**config.mk**
```make
export PLATFORM = sky130hd
export DESIGN_NAME = letter_fold_tokenizer_unit_flat
export DESIGN_NICKNAME = d
export VERILOG_FILES = /design/src/rtl/lft_pkg.sv /design/src/rtl/lft_if.sv /design/src/rtl/letter_fold_tokenizer_unit.sv /design/src/rtl/lft_ram.sv /design/src/rtl/lft_dp.sv /design/src/rtl/lft_ctrl.sv /design/src/flat_wrapper.sv
export SDC_FILE = /design/constraint.sdc
export NUM_CORES = 2
export LEC_CHECK = 0
export BUFFER_PORTS_ARGS = -buffer_cell sky130_fd_sc_hd__buf_2
export CORE_UTILIZATION = 65
export DETAILED_ROUTE_END_ITERATION = 16
export HOLD_SLACK_MARGIN = 0.02
export PLACE_DENSITY = 0.82
export SLEW_MARGIN = 25
export SYNTH_ARGS = -nofsm -noshare
export SYNTH_HDL_FRONTEND = slang
export SYNTH_HIERARCHICAL = 1
export SYNTH_SLANG_ARGS = --single-unit
```
**constraint.sdc**
```tcl
create_clock -name clk -period 12.8 [get_ports clk]
set_input_delay 1.28 -clock clk [delete_from_list [all_inputs] [get_ports clk]]
set_output_delay 1.28 -clock clk [all_outputs]
set_load 0.1 [all_outputs]
```
**src/rtl/lft_pkg.sv**
```systemverilog
// lft_pkg: shared constants, controller/datapath command and status types,
// and the letter fold function of the letter fold tokenizer.
// No dependencies.
package lft_pkg;

    localparam int MAX_TOKEN_LEN_DEF = 255;
    localparam int CP_W              = 21;
    localparam int CHAR_W            = 8;
    localparam int WORD_CHARS        = 8;
    localparam int CNT_W             = 4;

    localparam logic [CP_W-1:0] UPPER_LO  = CP_W'(32'h41);
    localparam logic [CP_W-1:0] UPPER_HI  = CP_W'(32'h5A);
    localparam logic [CP_W-1:0] LOWER_LO  = CP_W'(32'h61);
    localparam logic [CP_W-1:0] LOWER_HI  = CP_W'(32'h7A);
    localparam logic [CP_W-1:0] LATIN1_LO = CP_W'(32'hC0);
    localparam logic [CP_W-1:0] LATIN1_HI = CP_W'(32'hFF);
    localparam logic [CHAR_W-1:0] CASE_OFS = 8'h20;

    // first character sits in the top byte
    localparam logic [64*CHAR_W-1:0] FOLD_STR =
        "aaaaaaeceeeeiiiidnoooooxouuuuypsaaaaaaeceeeeiiiionooooooouuuuypy";

    typedef struct packed {
        logic append;   // store the folded letter of the accepted item
        logic clear;    // drop the pending token, restart the word counter
        logic rd;       // read the buffer word at the word counter
        logic load;     // move the current word into the output register
    } lft_cmd_t;

    typedef struct packed {
        logic is_letter;
        logic eot;
        logic tok_ok;     // length after this item is 1..max
        logic last_word;  // word counter points at the final word
        logic out_free;   // output register can take a word
    } lft_status_t;

    // returns 0 for a delimiter
    function automatic logic [CHAR_W-1:0] fold_letter(input logic [CP_W-1:0] cp);
        logic [5:0] ridx;
        logic [CHAR_W-1:0] ch;
        ridx = ~cp[5:0];
        ch   = '0;
        if (cp >= UPPER_LO && cp <= UPPER_HI)
            ch = cp[CHAR_W-1:0] + CASE_OFS;
        else if (cp >= LOWER_LO && cp <= LOWER_HI)
            ch = cp[CHAR_W-1:0];
        else if (cp >= LATIN1_LO && cp <= LATIN1_HI)
            ch = FOLD_STR[{ridx, 3'b000} +: CHAR_W];
        return ch;
    endfunction

endpackage

```
**src/rtl/lft_if.sv**
```systemverilog
// lft_in_if / lft_out_if: valid/ready channels of the letter fold tokenizer.
// Depends on lft_pkg.
interface lft_in_if
    import lft_pkg::*;
();
    logic            valid;
    logic            ready;
    logic [CP_W-1:0] code_point;
    logic            end_of_text;

    modport source (output valid, output code_point, output end_of_text, input ready);
    modport sink   (input valid, input code_point, input end_of_text, output ready);
endinterface

interface lft_out_if
    import lft_pkg::*;
();
    logic              valid;
    logic              ready;
    logic [CHAR_W-1:0] char_0;
    logic [CHAR_W-1:0] char_1;
    logic [CHAR_W-1:0] char_2;
    logic [CHAR_W-1:0] char_3;
    logic [CHAR_W-1:0] char_4;
    logic [CHAR_W-1:0] char_5;
    logic [CHAR_W-1:0] char_6;
    logic [CHAR_W-1:0] char_7;
    logic [CNT_W-1:0]  char_count;
    logic              last_of_token;

    modport source (output valid, output char_0, output char_1, output char_2,
                    output char_3, output char_4, output char_5, output char_6,
                    output char_7, output char_count, output last_of_token,
                    input ready);
    modport sink   (input valid, input char_0, input char_1, input char_2,
                    input char_3, input char_4, input char_5, input char_6,
                    input char_7, input char_count, input last_of_token,
                    output ready);
endinterface

```
**src/rtl/letter_fold_tokenizer_unit.sv**
```systemverilog
// letter_fold_tokenizer_unit: top level; joins the controller and datapath
// to the input and output channels.
// Depends on lft_pkg, lft_if, lft_ctrl, lft_dp.
//
// Usage: the text channel takes one decoded code point per item with an
// end_of_text flag. Letters (A-Z, a-z, U+00C0..U+00FF) are folded to ASCII
// lowercase and stored; any other code point ends the pending token, and so
// does an item with end_of_text set (after its own letter, if it is one).
// A finished token of 1..MAX_TOKEN_LEN letters leaves on the tokens channel
// as words of up to eight letters, last_of_token set on the final word;
// longer tokens are dropped without any output.
// A letter, or a delimiter that ends no token, leaves the controller in IDLE
// with text.ready high. Each word of a finished token is read from the token
// buffer RAM (FETCH) and then loaded into the output register (LOAD).
// text.ready stays low from the ending item until the last word is loaded;
// the last word may still wait in the output register while the next item
// is taken.
// When the receiver stalls the output register holds its word and emission
// pauses. Reset empties the pending token and the output register; the
// buffer RAM is not cleared.
module letter_fold_tokenizer_unit
    import lft_pkg::*;
#(
    parameter int MAX_TOKEN_LEN = MAX_TOKEN_LEN_DEF
) (
    input logic       clk,
    input logic       rst_n,
    lft_in_if.sink    text,
    lft_out_if.source tokens
);
    lft_cmd_t          cmd;
    lft_status_t       status;
    logic [CHAR_W-1:0] out_char [WORD_CHARS];

    lft_ctrl u_ctrl (
        .clk      (clk),
        .rst_n    (rst_n),
        .in_valid (text.valid),
        .in_ready (text.ready),
        .status   (status),
        .cmd      (cmd)
    );

    lft_dp #(
        .MAX_TOKEN_LEN (MAX_TOKEN_LEN)
    ) u_dp (
        .clk         (clk),
        .rst_n       (rst_n),
        .cmd         (cmd),
        .status      (status),
        .code_point  (text.code_point),
        .end_of_text (text.end_of_text),
        .out_ready   (tokens.ready),
        .out_valid   (tokens.valid),
        .out_char    (out_char),
        .out_count   (tokens.char_count),
        .out_last    (tokens.last_of_token)
    );

    assign tokens.char_0 = out_char[0];
    assign tokens.char_1 = out_char[1];
    assign tokens.char_2 = out_char[2];
    assign tokens.char_3 = out_char[3];
    assign tokens.char_4 = out_char[4];
    assign tokens.char_5 = out_char[5];
    assign tokens.char_6 = out_char[6];
    assign tokens.char_7 = out_char[7];
endmodule

```
**src/rtl/lft_ram.sv**
```systemverilog
// lft_ram: generic simple dual-port RAM, one write and one registered read.
// No dependencies.
module lft_ram #(
    parameter int WIDTH = 64,
    parameter int DEPTH = 32,
    localparam int AW   = (DEPTH > 1) ? $clog2(DEPTH) : 1
) (
    input  logic             clk,
    input  logic             we,
    input  logic [AW-1:0]    waddr,
    input  logic [WIDTH-1:0] wdata,
    input  logic             re,
    input  logic [AW-1:0]    raddr,
    output logic [WIDTH-1:0] rdata
);
    logic [WIDTH-1:0] mem [DEPTH];
    logic [WIDTH-1:0] rdata_reg;

    always_ff @(posedge clk)
    begin
        if (we)
        begin
            mem[waddr] <= wdata;
        end
        if (re)
        begin
            rdata_reg <= mem[raddr];
        end
    end

    assign rdata = rdata_reg;
endmodule

```
**src/rtl/lft_dp.sv**
```systemverilog
// lft_dp: datapath of the tokenizer: letter fold, token length, partial word,
// token word buffer and output register.
// Depends on lft_pkg and lft_ram.
module lft_dp
    import lft_pkg::*;
#(
    parameter int MAX_TOKEN_LEN = MAX_TOKEN_LEN_DEF
) (
    input  logic              clk,
    input  logic              rst_n,
    input  lft_cmd_t          cmd,
    output lft_status_t       status,
    input  logic [CP_W-1:0]   code_point,
    input  logic              end_of_text,
    input  logic              out_ready,
    output logic              out_valid,
    output logic [CHAR_W-1:0] out_char [WORD_CHARS],
    output logic [CNT_W-1:0]  out_count,
    output logic              out_last
);
    localparam int LEN_W  = $clog2(MAX_TOKEN_LEN + 2);
    localparam int IDX_W  = LEN_W - 3;
    localparam int WORDS  = (MAX_TOKEN_LEN + WORD_CHARS - 1) / WORD_CHARS;
    localparam int ADDR_W = (WORDS > 1) ? $clog2(WORDS) : 1;
    localparam logic [LEN_W-1:0] MAX_L  = LEN_W'(MAX_TOKEN_LEN);
    localparam logic [LEN_W-1:0] OVER_L = LEN_W'(MAX_TOKEN_LEN + 1);

    logic [LEN_W-1:0]  len_reg, len_next, len_app, len_m1;
    logic [IDX_W-1:0]  wcnt_reg, wcnt_next;
    logic [CHAR_W-1:0] word_reg [WORD_CHARS];
    logic [CHAR_W-1:0] ch;
    logic              room;
    logic              ram_we;
    logic [WORD_CHARS*CHAR_W-1:0] ram_wdata, ram_rdata;
    logic              from_reg;
    logic [CNT_W-1:0]  cnt;
    logic              out_valid_reg;
    logic [CHAR_W-1:0] out_char_reg [WORD_CHARS];
    logic [CNT_W-1:0]  out_count_reg;
    logic              out_last_reg;

    assign ch      = fold_letter(code_point);
    assign room    = (len_reg < MAX_L);
    assign len_app = (ch != '0) ? (room ? len_reg + LEN_W'(1) : OVER_L) : len_reg;
    assign len_m1  = len_reg - LEN_W'(1);

    assign status.is_letter = (ch != '0);
    assign status.eot       = end_of_text;
    assign status.tok_ok    = (len_app != '0) && (len_app <= MAX_L);
    assign status.last_word = (wcnt_reg == len_m1[LEN_W-1:3]);
    assign status.out_free  = !out_valid_reg || out_ready;

    // full word goes to the buffer when its eighth letter arrives
    assign ram_we = cmd.append && room && (len_reg[2:0] == 3'd7);
    always_comb
    begin
        for (int j = 0; j < WORD_CHARS; j++)
        begin
            ram_wdata[j*CHAR_W +: CHAR_W] = (j == WORD_CHARS - 1) ? ch : word_reg[j];
        end
    end

    lft_ram #(
        .WIDTH (WORD_CHARS * CHAR_W),
        .DEPTH (WORDS)
    ) u_buf (
        .clk   (clk),
        .we    (ram_we),
        .waddr (len_reg[ADDR_W+2:3]),
        .wdata (ram_wdata),
        .re    (cmd.rd),
        .raddr (wcnt_reg[ADDR_W-1:0]),
        .rdata (ram_rdata)
    );

    // a trailing partial word never left the assembly register
    assign from_reg = (wcnt_reg == len_reg[LEN_W-1:3]);
    assign cnt = status.last_word ? ({1'b0, len_m1[2:0]} + CNT_W'(1)) : CNT_W'(WORD_CHARS);

    always_comb
    begin
        len_next  = len_reg;
        wcnt_next = wcnt_reg;
        if (cmd.clear)
        begin
            len_next  = '0;
            wcnt_next = '0;
        end
        else
        begin
            if (cmd.append)
                len_next = len_app;
            if (cmd.load)
                wcnt_next = wcnt_reg + IDX_W'(1);
        end
    end

    always_ff @(posedge clk or negedge rst_n)
    begin
        if (!rst_n)
        begin
            len_reg       <= '0;
            wcnt_reg      <= '0;
            out_valid_reg <= 1'b0;
        end
        else
        begin
            len_reg  <= len_next;
            wcnt_reg <= wcnt_next;
            if (cmd.load)
                out_valid_reg <= 1'b1;
            else if (out_ready)
                out_valid_reg <= 1'b0;
        end
    end

    always_ff @(posedge clk)
    begin
        if (cmd.append && room)
        begin
            word_reg[len_reg[2:0]] <= ch;
        end
        if (cmd.load)
        begin
            for (int j = 0; j < WORD_CHARS; j++)
            begin
                if (CNT_W'(j) < cnt)
                    out_char_reg[j] <= from_reg ? word_reg[j] : ram_rdata[j*CHAR_W +: CHAR_W];
                else
                    out_char_reg[j] <= '0;
            end
            out_count_reg <= cnt;
            out_last_reg  <= status.last_word;
        end
    end

    assign out_valid = out_valid_reg;
    assign out_char  = out_char_reg;
    assign out_count = out_count_reg;
    assign out_last  = out_last_reg;
endmodule

```
**src/rtl/lft_ctrl.sv**
```systemverilog
// lft_ctrl: controller state machine of the tokenizer; sequences letter
// appends and the word-by-word emission of a finished token.
// Depends on lft_pkg.
module lft_ctrl
    import lft_pkg::*;
(
    input  logic        clk,
    input  logic        rst_n,
    input  logic        in_valid,
    output logic        in_ready,
    input  lft_status_t status,
    output lft_cmd_t    cmd
);
    typedef enum logic [1:0] {
        IDLE,
        FETCH,
        LOAD
    } state_t;

    state_t state_reg, state_next;
    logic   accept;
    logic   flush;

    assign in_ready = (state_reg == IDLE);
    assign accept   = in_valid && in_ready;
    assign flush    = !status.is_letter || status.eot;

    always_comb
    begin
        state_next = state_reg;
        cmd        = '0;
        case (state_reg)
            IDLE:
            begin
                if (accept)
                begin
                    cmd.append = status.is_letter;
                    if (flush)
                    begin
                        if (status.tok_ok)
                            state_next = FETCH;
                        else
                            cmd.clear = 1'b1;
                    end
                end
            end
            FETCH:
            begin
                cmd.rd     = 1'b1;
                state_next = LOAD;
            end
            LOAD:
            begin
                if (status.out_free)
                begin
                    cmd.load = 1'b1;
                    if (status.last_word)
                    begin
                        cmd.clear  = 1'b1;
                        state_next = IDLE;
                    end
                    else
                    begin
                        state_next = FETCH;
                    end
                end
            end
            default:
            begin
                state_next = IDLE;
            end
        endcase
    end

    always_ff @(posedge clk or negedge rst_n)
    begin
        if (!rst_n)
            state_reg <= IDLE;
        else
            state_reg <= state_next;
    end
endmodule

```
**src/flat_wrapper.sv**
```systemverilog
// flat-port wrapper written by rule: the top's interface ports become plain ports
module letter_fold_tokenizer_unit_flat import lft_pkg::*;
#(
    parameter int MAX_TOKEN_LEN = MAX_TOKEN_LEN_DEF
)
  (clk, rst_n, text_valid, text_code_point, text_end_of_text, text_ready, tokens_valid, tokens_char_0, tokens_char_1, tokens_char_2, tokens_char_3, tokens_char_4, tokens_char_5, tokens_char_6, tokens_char_7, tokens_char_count, tokens_last_of_token, tokens_ready);
  lft_in_if text_i ();
  lft_out_if tokens_i ();
  input logic clk;
  input logic rst_n;
  input wire logic [$bits(text_i.valid)-1:0] text_valid;
  input wire logic [$bits(text_i.code_point)-1:0] text_code_point;
  input wire logic [$bits(text_i.end_of_text)-1:0] text_end_of_text;
  output wire logic [$bits(text_i.ready)-1:0] text_ready;
  output wire logic [$bits(tokens_i.valid)-1:0] tokens_valid;
  output wire logic [$bits(tokens_i.char_0)-1:0] tokens_char_0;
  output wire logic [$bits(tokens_i.char_1)-1:0] tokens_char_1;
  output wire logic [$bits(tokens_i.char_2)-1:0] tokens_char_2;
  output wire logic [$bits(tokens_i.char_3)-1:0] tokens_char_3;
  output wire logic [$bits(tokens_i.char_4)-1:0] tokens_char_4;
  output wire logic [$bits(tokens_i.char_5)-1:0] tokens_char_5;
  output wire logic [$bits(tokens_i.char_6)-1:0] tokens_char_6;
  output wire logic [$bits(tokens_i.char_7)-1:0] tokens_char_7;
  output wire logic [$bits(tokens_i.char_count)-1:0] tokens_char_count;
  output wire logic [$bits(tokens_i.last_of_token)-1:0] tokens_last_of_token;
  input wire logic [$bits(tokens_i.ready)-1:0] tokens_ready;
  assign text_i.valid = text_valid;
  assign text_i.code_point = text_code_point;
  assign text_i.end_of_text = text_end_of_text;
  assign text_ready = text_i.ready;
  assign tokens_valid = tokens_i.valid;
  assign tokens_char_0 = tokens_i.char_0;
  assign tokens_char_1 = tokens_i.char_1;
  assign tokens_char_2 = tokens_i.char_2;
  assign tokens_char_3 = tokens_i.char_3;
  assign tokens_char_4 = tokens_i.char_4;
  assign tokens_char_5 = tokens_i.char_5;
  assign tokens_char_6 = tokens_i.char_6;
  assign tokens_char_7 = tokens_i.char_7;
  assign tokens_char_count = tokens_i.char_count;
  assign tokens_last_of_token = tokens_i.last_of_token;
  assign tokens_i.ready = tokens_ready;
  letter_fold_tokenizer_unit #(.MAX_TOKEN_LEN(MAX_TOKEN_LEN)) u_core (.clk(clk), .rst_n(rst_n), .text(text_i), .tokens(tokens_i));
endmodule
```
==> out/metrics.csv <==
metric;value;unit
CTS tree;done;
CP endpoint kind;flop;
port bufs;96;
routed vias;45600;
Yosys reg bits;2263;
Worst Path Buf+Inv;3;
Clk Latency, worst-skew pair;0.85;ns
Core Area;132000;sq um
Synth Area per Inst;23.0;sq um
worst slew pin tran;1.25;ns
Post-Synthesis Cell Area;86900;sq um
synth warn;6;
Worst EP arrival;7.27;ns
Final Cycle Share;53.3;%
# resized after CTS;0;
initial drt markers;8000;
largest net degree at the start of global routing;109;
Power Dens Cells;167;nW/um^2
clock tree root buffer cell;clkbuf_16;
syn_nets;3814;
crit path cell chain;buf_2, nor4_1, nand4_1, or3_1, a21o_1, nand4_1, or3_1, and3_1, and3_1, nand3_1, nor2_4, buf_4, buf_4;
Post-synth EDFFs;2245;
Seq. cell area;67900;sq um
synthesized instance count;3782;
Max-Cap Viols;0;
asr flop ratio synth;0.795;%
slowest stage cell, crit path;buf_4;
Critical Path RT;13.25;ns
htree depth;4;
Largest Register;u_core/u_dp/u_buf/mem;
first-pass GRT wire length;345000;microns
post-layout min period;6.82;ns
setup TNS;0;ns
ys flop type;edfxtp_1;
Power, Total;16200;uW
Die Y;368;microns
Crit path max-delay family;simple AND/OR/NAND/NOR gates;
vias in the first global route;45500;
WL/cell;42.0;microns
routed vias/inst;7.67;
All-Layer GR Usage;37.0;%
DR pass1 iterations;7;
fillers;6556;
Antenna Nets Post-Route;0;
Syn-to-layout area delta;11.6;%
io pins;97;
GPL Wtd Cong;0.874;
register area share after synthesis;78.1;%
layout cells sized above 1;30.4;%
die area;135000;sq um
# setup viols final;0;
CTS clock-pin slew for the worst setup and hold paths;0.06;ns
initial antenna violation count;8;
cts hold-fix bufs;0;
max reg flops;2048;
Distinct cells, synth;74;
worst-case clock skew;0.0349;ns
area occupied by multi-input gates;18400;sq um
Die W;368;microns
setup bufs post-CTS;0;
most common cell in the synthesized netlist;edfxtp_1;
crit-path max cell delay;0.81;ns
top cells by count, synth;edfxtp_1 (2245), mux4_2 (602), nand2_1 (156);
area leader, netlist;edfxtp_1;
DPL Wire Length;120000;microns
gr ovfl total;0;
Reg2Reg Depth;9;
WS Path Type;in2reg;
outcome;finished clean;
clk sinks;2263;
residual DRC count;0;
Crit Path Max Fanout;36;
Final Hold Vio Count;0;
RSZ-0062 raised after global routing;no;
row cnt;133;
clk buf depth;3;
VDD IR max;0.177;mV
nets@finish;4062;
Synth top area share;77.6;%
cts bufs inserted;208;
max-slew violations;0;
total wire length;250000;microns
LEAKAGE;0.0252;uW
relative slew slack;16.3;%
top cells by area, synth;edfxtp_1 (78%), mux4_2 (16%), mux2_2 (0.96%);
f_max;147;MHz
worst hold path type;in2async;
logic depth of the worst path, buffers included;13;
Initial Util;65.8;%
CP startpoint kind;input pin;
[routing by layer]
| layer | track usage [%] | wire length, microns | vias to the layer above |
|---|---|---|---|
| met5 | 0 | 103 | - |
| met4 | 21.5 | 17600 | 14 |
| met3 | 7.83 | 33100 | 966 |
| met2 | 59.1 | 123000 | 4889 |
| met1 | 47.9 | 76000 | 23300 |
| li1 | - | - | 16500 |
[cells in the final DEF (no fill, tap or decap), types with 7 or more instances in the layout]
master | netlist | final
edfxtp_1 | 2245 | 2245
mux4_2 | 602 | 602
clkbuf_16 | 0 | 212
nand2_1 | 156 | 156
buf_4 | 16 | 103
buf_2 | 73 | 96
a21oi_1 | 89 | 89
mux2_2 | 74 | 74
clkinv_1 | 0 | 51
clkinv_2 | 0 | 46
nor2_1 | 74 | 41
mux2i_1 | 41 | 40
nor2_4 | 0 | 32
clkbuf_1 | 86 | 31
o21ai_0 | 28 | 26
buf_8 | 0 | 26
nand3_1 | 16 | 15
nor3_1 | 17 | 15
bufinv_16 | 0 | 14
dfrtp_1 | 18 | 13
and2_1 | 13 | 13
a221oi_1 | 13 | 13
inv_1 | 13 | 12
nor2b_1 | 12 | 11
o22ai_1 | 11 | 11
or3_1 | 9 | 9
xor2_1 | 9 | 9
buf_6 | 6 | 8
nand3b_1 | 7 | 7
and3_1 | 8 | 7
or4_1 | 7 | 7
xnor2_1 | 7 | 7
o211ai_1 | 7 | 7
[logic make-up after synthesis]
family          share of synthesized area, %
flops                                   78.1
mux                                     17.0
simple gates                            1.97
buf+inv                                 1.16
compound gates                          1.48
xor+xnor                               0.161
fa+ha+maj                             0.0864
[power by group]
part / total (uW) / internal (uW) / switching [uW]
clock: 6130 / 3330 / 2800
sequential: 8220 / 8170 / 48.0
combinational: 1870 / 556 / 1320
[final timing paths]
kind                                            startpoint                            end  slack [ns]
worst max-delay path                   text_code_point[16]  u_core/u_dp/u_buf/mem[15][18]        5.98
worst min-delay path                                 rst_n          u_core/u_dp/out_valid        0.40
worst max register to register     u_core/u_dp/wcnt_reg[2]       u_core/u_dp/out_char[63]        7.06
worst min register to register  u_core/u_dp/word_reg[3][5]  u_core/u_dp/u_buf/mem[22][29]        0.56
max in group asynchronous                            rst_n        u_core/u_dp/wcnt_reg[3]       11.96
min in group clk                u_core/u_dp/word_reg[3][5]  u_core/u_dp/u_buf/mem[22][29]        0.56
[cell type report]
class | count | share of cell area [%]
multi-input combinational | 1303 | 18.9
tap | 1755 | 2.26
antenna | 1 | 0.00258
clock buffer | 246 | 5.63
sequential | 2263 | 70.0
inverter | 14 | 0.0568
timing repair buffer | 240 | 1.96
clock inverter | 128 | 1.12
[metrics by stage]
stage	hold slack [ns]	utilization, %	instance area (sq um)	setup WS (ns)	std cells
CTS	0.354	73.0	96500	6.10	5920
global placement	0.472	68.0	89800	5.58	5543
finish	0.402	73.4	97000	5.98	5950
detailed placement	0.516	68.1	89900	5.37	5546
floorplan	0.539	-	86900	5.71	3782
global route	0.414	73.4	97000	5.79	5949
Note: power is estimated with default switching activity, not from simulation.
